### src/design/slps_pkg.sv
// Package for the status LED pattern sequencer.
// Holds the mode codes, the counter width and the sequencer state type.
// No dependencies.
package slps_pkg;

  // Width of the wrapping tick counter (valid range 4 to 16).
  localparam int COUNT_WIDTH = 8;

  typedef logic [COUNT_WIDTH-1:0] cnt_t;
  typedef logic [4:0] mode_t;

  // Mode codes carried in a mode message.
  localparam mode_t M_OFF       = 5'd0;
  localparam mode_t M_IDLE      = 5'd1;
  localparam mode_t M_CONNECTED = 5'd2;
  localparam mode_t M_WATCHDOG  = 5'd3;
  localparam mode_t M_BAT0      = 5'd4;
  localparam mode_t M_BAT1      = 5'd5;
  localparam mode_t M_BAT2      = 5'd6;
  localparam mode_t M_BAT3      = 5'd7;
  localparam mode_t M_BAT4      = 5'd8;
  localparam mode_t M_BAT5      = 5'd9;
  localparam mode_t M_CHG0      = 5'd10;
  localparam mode_t M_CHG1      = 5'd11;
  localparam mode_t M_CHG2      = 5'd12;
  localparam mode_t M_CHG3      = 5'd13;
  localparam mode_t M_CHG4      = 5'd14;
  localparam mode_t M_CHG5      = 5'd15;
  localparam mode_t M_ERROR     = 5'd16;
  localparam mode_t M_CMD_OK    = 5'd17;
  localparam mode_t M_CMD_ERR   = 5'd18;
  localparam mode_t M_CMD_UNK   = 5'd19;

  // Complete sequencer state, updated once per accepted tick.
  typedef struct packed {
    mode_t cur_mode;
    mode_t prev_mode;
    cnt_t  tick_count;
    logic  armed;
    logic  green;
    logic  yellow;
    logic  red;
  } state_t;

endpackage

### src/design/status_led_pattern_sequencer.sv
// Top level of the status LED pattern sequencer: stream ports, state
// registers and the output register. Depends on slps_pkg and slps_rule.
//
// An accepted tick's LED result is pending in the next cycle; throughput is
// one tick per cycle while m_tready holds, the single output register being
// refilled in the cycle it is taken. Reset (rst, synchronous, active high)
// sets mode off, counter zero, one-shot armed, all LEDs off, no result pending.
module status_led_pattern_sequencer (
  input  logic       clk,
  input  logic       rst,
  input  logic       s_tvalid,
  output logic       s_tready,
  input  logic [7:0] s_tdata,   // [0] mode_valid, [5:1] new_mode, [7:6] zero
  output logic       m_tvalid,
  input  logic       m_tready,
  output logic [7:0] m_tdata    // [0] green_on, [1] yellow_on, [2] red_on, [7:3] zero
);
  import slps_pkg::*;

  state_t st;
  state_t st_next;
  logic   accept;

  // A request is taken whenever the output register is empty or drains now.
  assign s_tready = ~m_tvalid | m_tready;
  assign accept   = s_tvalid & s_tready;

  slps_rule u_rule (
    .st         (st),
    .mode_valid (s_tdata[0]),
    .new_mode   (s_tdata[5:1]),
    .nx         (st_next)
  );

  // State registers.
  always_ff @(posedge clk) begin
    if (rst) begin
      st.cur_mode   <= M_OFF;
      st.prev_mode  <= M_OFF;
      st.tick_count <= '0;
      st.armed      <= 1'b1;
      st.green      <= 1'b0;
      st.yellow     <= 1'b0;
      st.red        <= 1'b0;
    end else if (accept) begin
      st <= st_next;
    end
  end

  // Output register.
  always_ff @(posedge clk) begin
    if (rst) begin
      m_tvalid <= 1'b0;
    end else if (accept) begin
      m_tvalid <= 1'b1;
    end else if (m_tready) begin
      m_tvalid <= 1'b0;
    end
  end

  always_ff @(posedge clk) begin
    if (accept) begin
      m_tdata <= {5'b0, st_next.red, st_next.yellow, st_next.green};
    end
  end

`ifndef ASSERT_OFF
  // Every accepted tick leaves a result pending in the next cycle.
  a_result_follows: assert property (@(posedge clk) disable iff (rst)
    accept |=> m_tvalid)
    else $error("accepted tick produced no result");

  // A message for the connected mode lights green on that tick.
  a_connected_green: assert property (@(posedge clk) disable iff (rst)
    (accept && s_tdata[0] && s_tdata[5:1] == M_CONNECTED) |=> m_tdata[0])
    else $error("connected mode did not light green");

  // In the off mode every LED is dark.
  a_off_dark: assert property (@(posedge clk) disable iff (rst)
    (st.cur_mode == M_OFF) |-> (!st.green && !st.yellow && !st.red))
    else $error("LED lit in off mode");

  // A result that waits is not overwritten.
  a_hold: assert property (@(posedge clk) disable iff (rst)
    (m_tvalid && !m_tready) |=> $stable(m_tdata))
    else $error("pending result changed");
`endif

endmodule

### src/design/slps_rule.sv
// Next-state logic of the status LED pattern sequencer for one tick.
// Pure combinational; depends on slps_pkg for mode codes and the state type.
module slps_rule (
  input  slps_pkg::state_t st,
  input  logic             mode_valid,
  input  slps_pkg::mode_t  new_mode,
  output slps_pkg::state_t nx
);
  import slps_pkg::*;

  always_comb begin
    // Advance the counter, then apply any mode message.
    nx = st;
    nx.tick_count = st.tick_count + cnt_t'(1);
    if (mode_valid) begin
      nx.cur_mode = new_mode;
      if (new_mode != st.prev_mode) begin
        nx.prev_mode  = new_mode;
        nx.green      = 1'b0;
        nx.yellow     = 1'b0;
        nx.red        = 1'b0;
        nx.tick_count = '0;
      end
      if (new_mode >= M_CMD_OK && new_mode <= M_CMD_UNK) begin
        nx.armed      = 1'b1;
        nx.tick_count = '0;
      end
    end

    // Apply the rule of the current mode.
    unique case (nx.cur_mode)
      M_OFF: begin
        nx.green  = 1'b0;
        nx.yellow = 1'b0;
        nx.red    = 1'b0;
      end
      M_IDLE: begin
        if (nx.tick_count < cnt_t'(5)) nx.green = 1'b1;
        else if (nx.tick_count < cnt_t'(10)) nx.green = 1'b0;
        else nx.tick_count = '0;
      end
      M_CONNECTED: nx.green = 1'b1;
      M_WATCHDOG: begin
        if (nx.tick_count < cnt_t'(5)) nx.red = 1'b1;
        else if (nx.tick_count < cnt_t'(10)) nx.red = 1'b0;
        else nx.tick_count = '0;
      end
      M_BAT0: nx.red = ~nx.tick_count[0];
      M_BAT1: nx.red = 1'b1;
      M_BAT2: begin
        nx.red = 1'b1;
        if (nx.tick_count < cnt_t'(3)) nx.yellow = 1'b1;
        else if (nx.tick_count < cnt_t'(6)) nx.yellow = 1'b0;
        else nx.tick_count = '0;
      end
      M_BAT3: begin
        nx.red    = 1'b1;
        nx.yellow = 1'b1;
      end
      M_BAT4, M_CHG4, M_CHG5: begin
        nx.red    = 1'b1;
        nx.yellow = 1'b1;
        if (nx.tick_count < cnt_t'(3)) nx.green = 1'b1;
        else if (nx.tick_count < cnt_t'(6)) nx.green = 1'b0;
        else nx.tick_count = '0;
      end
      M_BAT5: begin
        nx.green  = 1'b1;
        nx.yellow = 1'b1;
        nx.red    = 1'b1;
      end
      M_CHG0, M_CHG1: begin
        if (nx.tick_count < cnt_t'(3)) nx.red = 1'b1;
        else if (nx.tick_count < cnt_t'(6)) nx.yellow = 1'b1;
        else if (nx.tick_count < cnt_t'(9)) nx.green = 1'b1;
        else if (nx.tick_count < cnt_t'(12)) begin
          nx.green  = 1'b0;
          nx.yellow = 1'b0;
          nx.red    = 1'b0;
        end else nx.tick_count = '0;
      end
      M_CHG2, M_CHG3: begin
        nx.red = 1'b1;
        if (nx.tick_count < cnt_t'(3)) nx.yellow = 1'b1;
        else if (nx.tick_count < cnt_t'(6)) nx.green = 1'b1;
        else if (nx.tick_count < cnt_t'(9)) begin
          nx.green  = 1'b0;
          nx.yellow = 1'b0;
        end else nx.tick_count = '0;
      end
      M_ERROR: begin
        if (nx.tick_count < cnt_t'(5)) begin
          nx.green  = 1'b1;
          nx.yellow = 1'b1;
          nx.red    = 1'b1;
        end else if (nx.tick_count < cnt_t'(10)) begin
          nx.green  = 1'b0;
          nx.yellow = 1'b0;
          nx.red    = 1'b0;
        end else nx.tick_count = '0;
      end
      M_CMD_OK, M_CMD_ERR, M_CMD_UNK: begin
        // One-shot flash of the acknowledge LED while the flag is armed.
        if (nx.armed) begin
          if (nx.tick_count < cnt_t'(3)) begin
            if (nx.cur_mode == M_CMD_OK) nx.green = 1'b1;
            else if (nx.cur_mode == M_CMD_ERR) nx.red = 1'b1;
            else nx.yellow = 1'b1;
          end else if (nx.tick_count < cnt_t'(10)) begin
            if (nx.cur_mode == M_CMD_OK) nx.green = 1'b0;
            else if (nx.cur_mode == M_CMD_ERR) nx.red = 1'b0;
            else nx.yellow = 1'b0;
          end else begin
            nx.tick_count = '0;
            nx.armed      = 1'b0;
          end
        end
      end
      default: begin
        // Unused mode numbers hold all LEDs.
      end
    endcase
  end

endmodule
### config.mk
export PLATFORM = sky130hd
export DESIGN_NAME = status_led_pattern_sequencer
export DESIGN_NICKNAME = d
export VERILOG_FILES = /design/src/design/slps_pkg.sv /design/src/design/status_led_pattern_sequencer.sv /design/src/design/slps_rule.sv
export SDC_FILE = /design/constraint.sdc
export NUM_CORES = 1
export LEC_CHECK = 0
export ABC_AREA = 1
export BUFFER_PORTS_ARGS = -buffer_cell sky130_fd_sc_hd__buf_2
export CAP_MARGIN = 20
export CORE_ASPECT_RATIO = 1.25
export CORE_MARGIN = 1
export CORE_UTILIZATION = 59
export CTS_CLUSTER_SIZE = 30
export DETAILED_ROUTE_END_ITERATION = 8
export PLACE_DENSITY = 0.85
export SLEW_MARGIN = 5
export SYNTH_ARGS = -nofsm -noshare
export SYNTH_HDL_FRONTEND = slang
export SYNTH_SLANG_ARGS = --single-unit
### constraint.sdc
create_clock -name clk -period 3.74 [get_ports clk]
set_input_delay 0 -clock clk [delete_from_list [all_inputs] [get_ports clk]]
set_output_delay 0 -clock clk [all_outputs]
set_load 0.02 [all_outputs]
==> results of run 1 <==
## power by group through the flow
| stage | registers (mW) | logic, mW | clock network (mW) |
|---|---|---|---|
| final | 0.318 | 0.271 | 0.211 |
| after global routing | 0.320 | 0.303 | 0.224 |
| after CTS | 0.318 | 0.268 | 0.213 |
| after detailed placement | 0.324 | 0.267 | 0 |
| after global placement | 0.324 | 0.261 | 0 |
| after floorplan | 0.330 | 0.211 | 0 |
## cell usage after synthesis, drive strengths merged, types with 2 or more instances
| cell | instances | area share (%) |
|---|---|---|
| nand3 | 39 | 9.7 |
| nor3 | 4 | 1.0 |
| nand4 | 12 | 3.1 |
| clkbuf | 4 | 0.62 |
| o311ai | 2 | 0.73 |
| xnor2 | 2 | 0.73 |
| nor2 | 43 | 9.8 |
| buf | 10 | 4.0 |
| xor2 | 2 | 0.73 |
| edfxtp | 3 | 3.7 |
| o211ai | 4 | 1.5 |
| inv | 62 | 9.7 |
| a31oi | 2 | 1.1 |
| dfxtp | 23 | 19 |
| nand2 | 102 | 18 |
| a21oi | 29 | 6.8 |
| clkinv | 2 | 0.31 |
| o21ai | 33 | 8.0 |
## routing by layer
metal / part of all wire [%] / GRT usage, % / wire [um]
met5: 0 / 0 / 0
met4: 2.4 / 11.4 / 138
met3: 3.7 / 3.87 / 212
met2: 53 / 54.4 / 3050
met1: 41 / 32.4 / 2350
## state kept, by name, summed over array words and instances, names as in the netlist
name      flops
st           22
m_tvalid      1
m_tdata       3
## worst paths after layout
path              startpoint         end  slack (ps)
hold reg to reg       st[12]      st[12]         490
hold / removal           rst       st[4]           2
setup reg to reg       st[4]  m_tdata[2]        1060
setup / recovery       st[4]  m_tdata[2]        1060
## final cells by class
class | count | area [um2]
Tap cell | 54 | 67.6
Sequential cell | 26 | 551
Clock buffer | 4 | 66.3
Inverter | 64 | 240
Fill cell | 381 | 1330
Timing Repair Buffer | 14 | 70.1
Multi-Input combinational cell | 284 | 1520
## cell families after synthesis
| family | after synthesis | share of synthesized area, % |
|---|---|---|
| AOI/OAI and AO/OA | 73 | 19.0 |
| buffers and inverters | 78 | 14.6 |
| DFF | 26 | 22.9 |
| other | 1 | 0.156 |
| adders and majority gates | 1 | 0.520 |
| xor gates and xnor gates | 4 | 1.46 |
| and+or+nand+nor | 201 | 41.5 |
==> flow_summary_export.csv, run 1 <==
group,metric,value,unit
sta,finalSetupTns,0,ps
placed_design,place.port_buffers,14,
worst_setup_path,worst-path-max-fanout,11,
layout,design.final.nets,406,
power_and_ir_drop,internal_portion_of_total_power,0.508,mW
placed_design,dpl-instance-area,0.00245,mm2
layout,finalCoreUtilization,65.4,%
clock_network,cts_tree,"built",
layout,layout.cells.most_common_list,"sky130_fd_sc_hd__nand2_1, sky130_fd_sc_hd__inv_1, sky130_fd_sc_hd__nand3_1",
logic_synthesis,synth_area_per_cell,6.27,um2
die,boundaryPins,22,
die,fp.dieW,59.1,um
worst_setup_path,delay_contributed_by_the_slowest_stage_of_the_critical_path,430,ps
logic_synthesis,postSynth.asyncResetShare,0,%
layout,final_cells,446,
global_route,maximum_number_of_pins_on_one_net_before_global_route_repair,28,
die,fp.dieArea,0.00434,mm2
drt,number_of_antenna_violating_nets_in_the_routed_design,0,
status,result_of_the_run,"finished clean",
job,max-cap-violations,0,
power_and_ir_drop,power.share.combinational,33.8,%
layout,fraction_of_layout_cells_with_a_size_suffix_above_1,18.6,%
drt,post-route-drc-count,0,
worst_setup_path,worst_path_most_repeated_cell,"sky130_fd_sc_hd__nand3_1",
sta,slew_violations,0,
clock_network,cts_hold_bufs,0,
clock_network,ctsLongestPathBuffers,2,
drt,dr.first_iter.drc_count,130,
sta,report.final.setup_viol,0,
global_route,grt_pass1_vias,2295,
sta,fmax,0.373,GHz
placed_design,dpl_worst_slack,1080,ps
logic_synthesis,ys.warnings.count,0,
logic_synthesis,synth_area,0.00241,mm2
worst_setup_path,worstSetupPathType,"reg2reg",
layout,antenna-diode-count,0,
power_and_ir_drop,power.share.clock,26.4,%
worst_setup_path,critPathLaunchType,"flip-flop",
layout,syn2layout_area_growth,4.52,%
worst_setup_path,critical_path.top_delay_family,"simple AND/OR/NAND/NOR gates",
sta,worst-slew-pin-transition,798,ps
die,placeableCoreArea,0.00385,mm2
hold_path,holdCritPathClass,"in2reg",
power_and_ir_drop,power.sequential.fraction,39.8,%
global_route,antenna_violations_before_repair,0,
placed_design,detailedPlacementHpwl,4490,um
sta,clock-skew-final,2.83,ps
worst_setup_path,cp.buffers_inverters,2,
logic_synthesis,synth_seq_cells,26,
hold_path,min_delay_path_depth,2,
power_and_ir_drop,peakVddDrop,0.000263,V
logic_synthesis,ys_seq_area_share,22.9,%
clock_network,clkSinkCount,26,
sta,period_share,71.8,%
clock_network,cts_post_setup_buffers_inserted,0,
clock_network,post_cts.resized_instances,0,
drt,avgRoutedWirePerCell,12.9,um
power_and_ir_drop,switching_power,0.292,mW
drt,detail_route.first_pass.iterations,4,
worst_setup_path,timing.critical_path.arrival,2720,ps
worst_setup_path,worst-endpoint-required,3770,ps
global_route,global_route.usage.total,29.1,%
clock_network,clk_latency,270,ps
layout,final_area,0.00252,mm2
sta,slew_headroom,46.7,%
drt,routed_wl,5750,um
sta,setup_slack,1060,ps
sta,min_tclk_post_route,2680,ps
clock_network,clock_tree.htree_level_count,1,
global_route,grt_remaining_overflow,0,
die,rows,25,
logic_synthesis,syn_inst,384,
drt,via_per_inst,5.50,
clock_network,path_clk_slew,100,ps
logic_synthesis,synth_enable_flop_cells,3,
worst_setup_path,critPathSlowestCell,"sky130_fd_sc_hd__nor2_2",
sta,rsz0062_at_grt,"false",
worst_setup_path,timing.critical_path.depth,14,
logic_synthesis,ys.flop_type,"sky130_fd_sc_hd__dfxtp_1",
sta,report.final.hold_viol_count,0,
sta,timing.hold.ws,2.41,ps
clock_network,cts-buffers-inserted,3,
logic_synthesis,post_synth_num_cell_types,42,
worst_setup_path,ff2ff_path_depth,14,
die,floorplan.initialDensity,62.6,%
placed_design,gp_congestion,0.968,
power_and_ir_drop,fin_total_pwr,0.800,mW
power_and_ir_drop,power.density,318,mW/mm2
global_route,grt_first_pass_wirelength,9910,um
die,die_height,73.4,um
placed_design,placed_cells_incl_taps,442,
worst_setup_path,crit_path_end_kind,"flip-flop",
drt,via_count,2453,
worst_setup_path,critical_path.cell_chain,"ha_1, nand3_1, nor2_1, nand3_1, nand2_1, inv_1, nand3_1, nand2_1, nor2_2, nand4_1, o211ai_1, nand4_1, nor2_1, inv_1",
clock_network,clockRootBuffer,"sky130_fd_sc_hd__clkbuf_8",
power_and_ir_drop,switching_share,36.5,%
power_and_ir_drop,p_leak,1.19,nW
layout,final_common_cell,"sky130_fd_sc_hd__nand2_1",
Note: power is estimated with default switching activity, not from simulation.
==> run 2: changes to the inputs <==
- ABC_AREA: 1 -> 0
- clock period: 3.74 -> 2.6 ns (I/O delays scaled with it)
==> run 2 against run 1 <==
The run now ends with setup timing left; die area is 10% higher; global-route usage is 7.6 points higher; area after synthesis is 11% higher; non-clock buffer count is 56 higher; clock power is 65% higher; design area is 31% higher; setup slack worse by 1100 ps; routed wire length is 52% higher; via count is 30% higher; hold slack better by 62 ps; largest power group is now combinational cells; sequential share of layout area is 4.9 points lower; combinational power is 82% higher.
==> flow_summary_export.csv, run 2 <==
group,metric,value,unit
power_and_ir_drop,power.share.combinational,38.1,%
placed_design,gp_congestion,1.05,
layout,fillers,308,
logic_synthesis,synth_area_per_cell,7.34,um2
clock_network,path_clk_slew,100,ps
global_route,grt_remaining_overflow,0,
layout,final_common_cell,"sky130_fd_sc_hd__buf_4",
worst_setup_path,cp.buffers_inverters,3,
logic_synthesis,post_synth_num_cell_types,76,
global_route,grt_first_pass_wirelength,14200,um
drt,detail_route.first_pass.iterations,8,
placed_design,dpl-instance-area,0.00307,mm2
layout,largest_registers,"st x22, m_tdata x3, m_tvalid x1",
placed_design,place.port_buffers,14,
logic_synthesis,synth.top_cells.by_count,"sky130_fd_sc_hd__nand2_1, sky130_fd_sc_hd__nor2_1, sky130_fd_sc_hd__o21ai_0, sky130_fd_sc_hd__a21oi_1, sky130_fd_sc_hd__dfxtp_1",
die,floorplan.initialDensity,63.5,%
logic_synthesis,synth_enable_flop_cells,3,
logic_synthesis,synth.largest_area_cell,"sky130_fd_sc_hd__dfxtp_1",
worst_setup_path,crit_path_end_kind,"flip-flop",
clock_network,clock_tree.htree_level_count,1,
layout,design.final.nets,426,
layout,antenna-diode-count,0,
sta,worst-slew-pin-transition,636,ps
die,placeableCoreArea,0.00420,mm2
global_route,antenna_violations_before_repair,0,
logic_synthesis,ys.warnings.count,0,
placed_design,dpl_worst_slack,-89.9,ps
status,result_of_the_run,"finished with violations",
power_and_ir_drop,fin_total_pwr,1.29,mW
layout,final_cells,468,
logic_synthesis,synth_seq_cells,26,
die,boundaryPins,22,
clock_network,ctsLongestPathBuffers,2,
worst_setup_path,worstSetupPathType,"reg2reg",
power_and_ir_drop,switching_power,0.452,mW
hold_path,holdCritPathClass,"in2reg",
clock_network,clk_latency,280,ps
layout,largest_register_ff_count,22,
sta,rsz0062_at_grt,"true",
die,rows,26,
logic_synthesis,area_share_of_the_leading_cell_type_in_the_synthesized_netlist,17.3,%
status,violations,"setup timing",
placed_design,detailedPlacementHpwl,6620,um
drt,via_count,3201,
clock_network,clkSinkCount,26,
power_and_ir_drop,power.share.clock,26.9,%
drt,routed_wl,8750,um
global_route,global_route.usage.total,36.6,%
layout,final_area,0.00329,mm2
layout,register_area,559,um2
power_and_ir_drop,internal_portion_of_total_power,0.840,mW
worst_setup_path,critPathLaunchType,"flip-flop",
die,die_height,77.1,um
job,max-cap-violations,0,
power_and_ir_drop,power.sequential.fraction,34.9,%
sta,setup_slack,-14.2,ps
clock_network,cts_tree,"built",
sta,report.final.hold_viol_count,0,
clock_network,cts_post_setup_buffers_inserted,0,
sta,report.final.setup_viol,1,
die,fp.dieW,62.1,um
layout,multiInputGateArea,0.00207,mm2
sta,slew_headroom,56.4,%
logic_synthesis,ys_seq_area_share,20.7,%
drt,post-route-drc-count,0,
die,fp.dieArea,0.00479,mm2
logic_synthesis,syn_inst,363,
logic_synthesis,post_synth_main_area_contributors,"sky130_fd_sc_hd__dfxtp_1, sky130_fd_sc_hd__o21ai_0, sky130_fd_sc_hd__nand2_1, sky130_fd_sc_hd__nor2_1, sky130_fd_sc_hd__a21oi_1",
placed_design,placed_cells_incl_taps,463,
sta,timing.hold.ws,64.3,ps
logic_synthesis,ys.flop_type,"sky130_fd_sc_hd__dfxtp_1",
drt,dr.first_iter.drc_count,342,
sta,clock-skew-final,9.15,ps
sta,fmax,0.383,GHz
worst_setup_path,delay_contributed_by_the_slowest_stage_of_the_critical_path,410,ps
sta,slew_violations,0,
worst_setup_path,worst_path_most_repeated_cell,"sky130_fd_sc_hd__buf_4",
layout,layout.cells.most_common_list,"sky130_fd_sc_hd__buf_4, sky130_fd_sc_hd__nand2_1, sky130_fd_sc_hd__nor2_1",
worst_setup_path,worst-endpoint-required,2640,ps
power_and_ir_drop,power.density,393,mW/mm2
drt,avgRoutedWirePerCell,18.7,um
worst_setup_path,timing.critical_path.arrival,2660,ps
power_and_ir_drop,switching_share,35.0,%
power_and_ir_drop,p_leak,1.31,nW
layout,fraction_of_layout_cells_with_a_size_suffix_above_1,27.9,%
drt,via_per_inst,6.84,
worst_setup_path,critical_path.top_delay_family,"compound AO/OA/AOI/OAI gates",
layout,syn2layout_area_growth,23.4,%
clock_network,cts-buffers-inserted,3,
worst_setup_path,worst-path-max-fanout,6,
sta,min_tclk_post_route,2610,ps
logic_synthesis,postSynth.asyncResetShare,0,%
clock_network,clockRootBuffer,"sky130_fd_sc_hd__clkbuf_8",
global_route,grt_pass1_vias,3095,
power_and_ir_drop,peakVddDrop,0.000345,V
worst_setup_path,critPathSlowestCell,"sky130_fd_sc_hd__o311a_1",
layout,largest_reg_by_ff_count,"st",
worst_setup_path,critical_path.cell_chain,"buf_4, and3_1, a31oi_2, o311a_1, buf_4, and3_1, o221ai_1, o2111ai_1, a311oi_1, buf_4, a21oi_1",
global_route,maximum_number_of_pins_on_one_net_before_global_route_repair,24,
logic_synthesis,synth_area,0.00267,mm2
sta,period_share,101,%
drt,number_of_antenna_violating_nets_in_the_routed_design,0,
[run 2: cell types whose count changed in the layout (fill, tap and decap cells not counted), sizes merged, moves of 6 or more]
cell / delta
nand2: -68
inv: -56
buf: +55
nand3: -24
nand4: -11
a211oi: +10
mux2i: +10
nor2: -9
xnor2: +8
a21oi: -6
[run 2: metrics by stage]
step | setup TNS (ps) | utilization [%]
6_report | -14.2 | 78.4
5_1_grt | -171 | 78.4
4_1_cts | 0 | 76.9
3_5_place_dp | -188 | 73.3
3_3_place_gp | -1.20 | 73.3
2_1_floorplan | 0 | -
[run 2: cell type report]
cell class	instances	area share, %
Clock inverter	1	0.913
Clock buffer	3	1.26
Multi-Input combinational cell	306	62.9
Timing Repair Buffer	70	15.1
Inverter	6	0.685
Tap cell	56	2.13
Sequential cell	26	17.0
[run 2: timing repair]
item / in CTS / in global routing
gates resized for setup: 17 / 15
endpoints found under the hold margin: 1 / 0
hold buffers: 1 / 0
setup endpoints to repair: 4 / 9
pin swaps: 7 / 2
[run 2: final timing paths]
check / startpoint / endpoint / slack [ps] / cells past startpoint
max: st[4] / m_tdata[1] / -10 / 11
min: m_tready / m_tvalid / 60 / 3
max reg2reg: st[4] / m_tdata[1] / -10 / 11
min reg2reg: st[1] / st[1] / 520 / 2
[run 2: logic make-up (layout without fill, tap and decap cells)]
| family | after synthesis | in the layout | synth area share, % |
|---|---|---|---|
| flops | 26 | 26 | 20.7 |
| xor+xnor | 11 | 11 | 3.61 |
| compound gates | 139 | 139 | 35.7 |
| fa+ha+maj | 1 | 1 | 0.469 |
| mux | 15 | 15 | 5.87 |
| simple gates | 135 | 135 | 26.7 |
| other cells | 1 | 5 | 0.141 |
| buf+inv | 35 | 80 | 6.81 |
[run 2: power groups by stage]
stage	logic, mW	registers [mW]	clock network, mW
floorplan	0.289	0.467	0
global placement	0.443	0.457	0
detailed placement	0.450	0.459	0
CTS	0.459	0.450	0.340
global route	0.524	0.453	0.357
finish	0.493	0.451	0.348
[run 2: worst register-to-register path: stages, from the launching register on]
cell	delay, ps
sky130_fd_sc_hd__dfxtp_2	360
sky130_fd_sc_hd__buf_4	140
sky130_fd_sc_hd__and3_1	200
sky130_fd_sc_hd__a31oi_2	140
sky130_fd_sc_hd__o311a_1	410
sky130_fd_sc_hd__buf_4	190
sky130_fd_sc_hd__and3_1	150
sky130_fd_sc_hd__o221ai_1	140
sky130_fd_sc_hd__o2111ai_1	160
sky130_fd_sc_hd__a311oi_1	260
sky130_fd_sc_hd__buf_4	180
sky130_fd_sc_hd__a21oi_1	50
[run 2: routing by layer]
layer	vias up	part of all wire (%)	track usage (%)
met2	178	50	66.7
met4	0	6.2	24.9
li1	1473	-	-
met1	1493	38	38.6
met3	57	5.4	4.91
met5	-	0	0
